### config.mk
export PLATFORM = sky130hd
export DESIGN_NAME = shp_kernel
export DESIGN_NICKNAME = d
export VERILOG_FILES = /design/src/shp_pkg.sv /design/src/shp_kernel.sv
export SDC_FILE = /design/constraint.sdc
export NUM_CORES = 2
export LEC_CHECK = 0
export BUFFER_PORTS_ARGS = -buffer_cell sky130_fd_sc_hd__buf_2
export CORE_UTILIZATION = 31
export DETAILED_ROUTE_END_ITERATION = 10
export MAX_ROUTING_LAYER = met4
export SYNTH_ARGS = -nofsm -noshare
export SYNTH_HDL_FRONTEND = slang
export SYNTH_SLANG_ARGS = --single-unit
export TNS_END_PERCENT = 30
### constraint.sdc
create_clock -name vclk -period 14.25
set_clock_uncertainty 0.15 [all_clocks]
set_input_delay 2.1375 -clock vclk [all_inputs]
set_output_delay 2.1375 -clock vclk [all_outputs]
set_load 0.03 [all_outputs]
### src/shp_pkg.sv
// Shared types and constants for the 3x3 RGB sharpening stream block.
// Used by the top level, the kernel and the port checker.
`default_nettype none

package shp_pkg;

  localparam int MAX_WIDTH      = 2048;
  localparam int MAX_HEIGHT     = 4096;
  localparam int COEF_FRAC_BITS = 8;
  localparam int MIN_DIM        = 3;
  localparam int SAT_MAX        = 255;

  localparam int CH_W         = 8;
  localparam int NUM_CH       = 3;
  localparam int PIX_W        = NUM_CH * CH_W;
  localparam int TDATA_W      = PIX_W;
  localparam int COL_W        = $clog2(MAX_WIDTH);
  localparam int ROW_W        = $clog2(MAX_HEIGHT);
  localparam int COEF_W       = 16;
  localparam int WIDTH_REG_W  = 12;
  localparam int HEIGHT_REG_W = 13;
  localparam int CFG_IDX_W    = 2;
  localparam int CFG_DATA_W   = 16;

  localparam int WIN_TAPS   = 9;
  localparam int CENTER_TAP = 4;

  localparam logic signed [COEF_W-1:0] CENTER_RESET   = 16'sd1280;
  localparam logic signed [COEF_W-1:0] NEIGHBOR_RESET = -16'sd128;
  localparam int WIDTH_RESET  = 1280;
  localparam int HEIGHT_RESET = 960;

  typedef logic [PIX_W-1:0] pix_t;
  typedef logic [COL_W-1:0] col_t;
  typedef logic [ROW_W-1:0] row_t;

  typedef enum logic [CFG_IDX_W-1:0] {
    REG_CENTER   = 2'd0,
    REG_NEIGHBOR = 2'd1,
    REG_WIDTH    = 2'd2,
    REG_HEIGHT   = 2'd3
  } cfg_reg_t;

  typedef struct packed {
    logic signed [COEF_W-1:0] center;
    logic signed [COEF_W-1:0] neighbor;
  } coef_t;

endpackage

`default_nettype wire

### src/shp_kernel.sv
// Sharpening kernel: center tap times pixel plus neighbor tap times the sum of
// the eight neighbors, per channel, clipped to 0..255. Depends on shp_pkg.
`default_nettype none

module shp_kernel import shp_pkg::*; (
  input  pix_t  win [WIN_TAPS],
  input  coef_t coef,
  output pix_t  result
);

  localparam int NSUM_W  = CH_W + 3;
  localparam int PC_W    = COEF_W + CH_W;
  localparam int PN_W    = COEF_W + NSUM_W + 1;
  localparam int SUM_W   = PN_W + 1;
  localparam int SHIFT_W = SUM_W - 1 - COEF_FRAC_BITS;

  for (genvar ch = 0; ch < NUM_CH; ch++) begin : g_ch
    logic [NSUM_W-1:0]        nsum;
    logic [CH_W-1:0]          ctr;
    logic signed [PC_W-1:0]   prod_c;
    logic signed [PN_W-1:0]   prod_n;
    logic signed [SUM_W-1:0]  sum;
    logic [SHIFT_W-1:0]       shifted;
    logic [CH_W-1:0]          res;

    always_comb begin
      nsum = '0;
      for (int k = 0; k < WIN_TAPS; k++) begin
        if (k != CENTER_TAP) begin
          nsum = nsum + NSUM_W'(win[k][ch*CH_W +: CH_W]);
        end
      end
    end

    assign ctr     = win[CENTER_TAP][ch*CH_W +: CH_W];
    assign prod_c  = coef.center * $signed({1'b0, ctr});
    assign prod_n  = coef.neighbor * $signed({1'b0, nsum});
    assign sum     = SUM_W'(prod_c) + SUM_W'(prod_n);
    assign shifted = sum[SUM_W-2:COEF_FRAC_BITS];

    always_comb begin
      if (sum[SUM_W-1]) begin
        res = '0;
      end else if (shifted > SHIFT_W'(SAT_MAX)) begin
        res = CH_W'(SAT_MAX);
      end else begin
        res = shifted[CH_W-1:0];
      end
    end

    assign result[ch*CH_W +: CH_W] = res;
  end

endmodule

`default_nettype wire

==> reports/metrics.cfg <==
[floorplanning]
std_cell_rows=130
die_h_um=359
num_io_pins=272
dieArea_um2=129000
die_x_um=359
fp.coreArea_um2=126000
start_util_pct=31.4

[timing]
hold_viol=0
layout_min_cycle_time_ps=13850
hold_ws_ps=5200
slew_headroom_pct=37.7
finalSetupViolCount=0
finalWorstSetupSlack_ps=399
slew_viol_final=0
fin_crit_sh_pct=97.2
fmax_ghz=0.0722
worstMarginPinSlew_ps=934
rsz0062_at_grt=yes

[placed_design]
dp_slack_ps=88.3
hpwl_mm=82.8
io_buffers=272
placed_area_um2=43100
gp_congestion=0.896

[logic_synthesis]
synth_top_area_cell=fa_1
ys_warn_count=0
synth_area_um2=39600
synth.net_count=6142
ys_types=68
synth_area_leaders=fa_1 (50%), inv_1 (14%), ha_1 (12%)
postSynthAreaPerCell_um2=8.73
yosysSeqAreaShare_pct=0
synthCells=4532
synth.top_cell.area_share_pct=50.4

[global_routing]
track_usage_pct=15.6
grt_pass1_wl_mm=160
antenna_found_initial=5
grt_pass1_vias=31800
grt_max_degree=34
grt-ovfl-total=0

[finish]
clkbuf_count=0
fill_cells=13000
register_area_um2=0
fin_area_um2=43600
synthToLayoutAreaGrowth_pct=10.0
drive_above_1_share_pct=8.89
design.seq.count=0
finalNetCount=6357
final_util_pct=34.5

[setup_path]
cp-startpoint=coef[24]
crit_top_cell=fa_1
cp.required_ps=11960
criticalPathCategory=primary input to primary output
cp_max_fo=15
critPathSlowestCell=fa_1
startpoint_type=primary input
crit_path_end_kind=primary output
worstPathArrival_ps=11560
cp_slowest_stage_delay_ps=550
crit_end=result[6]

[hold_path]
min-delay-path-class=primary input to primary output
hold_path_depth=8

[routing]
first_pass_iters=5
totalWireLength_mm=95.3
first_iter_violations=992
drc=0
via_per_inst=4.45
post_drt_wl_per_cell_um=14.9
ant_nets=0
dr_total_vias=28500

[clock_network]
ctsHoldBuffers=0

[job]
max_cap_viol_count=0

[status]
status=complete, no violations

metal layers:
| layer | global-route usage (%) | up-vias | wire, um |
|---|---|---|---|
| met5 | - | - | 0 |
| met4 | 2.89 | 0 | 2170 |
| met3 | 0.457 | 83 | 2490 |
| met2 | 29.6 | 442 | 51600 |
| met1 | 18.4 | 14600 | 39000 |
| li1 | - | 13300 | - |
logic make-up after synthesis:
logic type / synth area share, %
compound gates: 5.24
mux: 0.155
buf+inv: 15.1
fa+ha+maj: 61.9
xor+xnor: 3.03
simple gates: 14.5
worst min path at each step:
stage	start	end	slack, ps
final	win[104]	result[8]	5200
after global routing	win[104]	result[8]	5360
after CTS	win[104]	result[8]	5200
after detailed placement	win[104]	result[8]	5190
after global placement	win[104]	result[8]	5180
after floorplan	coef[16]	result[16]	4650
placed cells by master, fill, tap and decap left out, drive strengths merged, types with 43 or more instances in the layout:
cell type	count
inv	1452
fa	996
nand2	448
and2	408
ha	366
buf	338
a21oi	103
xnor2	96
nand2b	89
nor2	63
a21o	44
o21ai	43
Yosys cell counts, types with 3 or more instances:
cell type and instances:
nand2b_1 89, nor4_1 3, o41ai_1 6, o211ai_1 8
a31oi_1 10, o21ai_2 3, nor3_1 23, xnor2_1 95
o21bai_1 27, or4_1 3, inv_1 1452, a21o_1 44
nand3_1 20, mux2i_1 5, or3_1 3, a31o_2 4
fa_1 996, o21a_1 16, nand4_1 13, and3_1 11
o31ai_1 4, a221oi_1 3, a211oi_1 5, a21boi_0 4
nor2_1 62, a21oi_1 102, nor3b_1 3, and2_1 408
ha_1 366, clkbuf_1 144, nor2b_1 28, a211o_1 3
xor2_1 40, o21ai_0 38, nand2_1 448
through the flow:
stage	instances	TNS, ps
floorplan	4532	0
global placement	6386	0
detailed placement	6386	0
CTS	6386	0
global route	6397	-148
finish	6401	0
critical path, delay by kind of cell:
kind	cells	cell delay, ps
AO/OA/AOI/OAI	10	1990
XOR/XNOR	1	170
adder cells (fa/ha/maj)	10	4720
buffers and inverters	10	1190
AND/OR/NAND/NOR	9	1350
timing repair:
| action | 4_1_cts | 5_1_grt |
|---|---|---|
| endpoints found under the setup margin | 0 | 24 |
| buffers inserted | 0 | 8 |
| resized for setup | 0 | 102 |
final cells by class:
class / count / area (um^2) / area share [%]
antenna: 6 / 15.0 / 0.0345
inverter: 1452 / 5450 / 12.5
multi-input combinational: 2935 / 33900 / 77.8
tap: 1650 / 2060 / 4.74
timing repair buffer: 358 / 2140 / 4.92
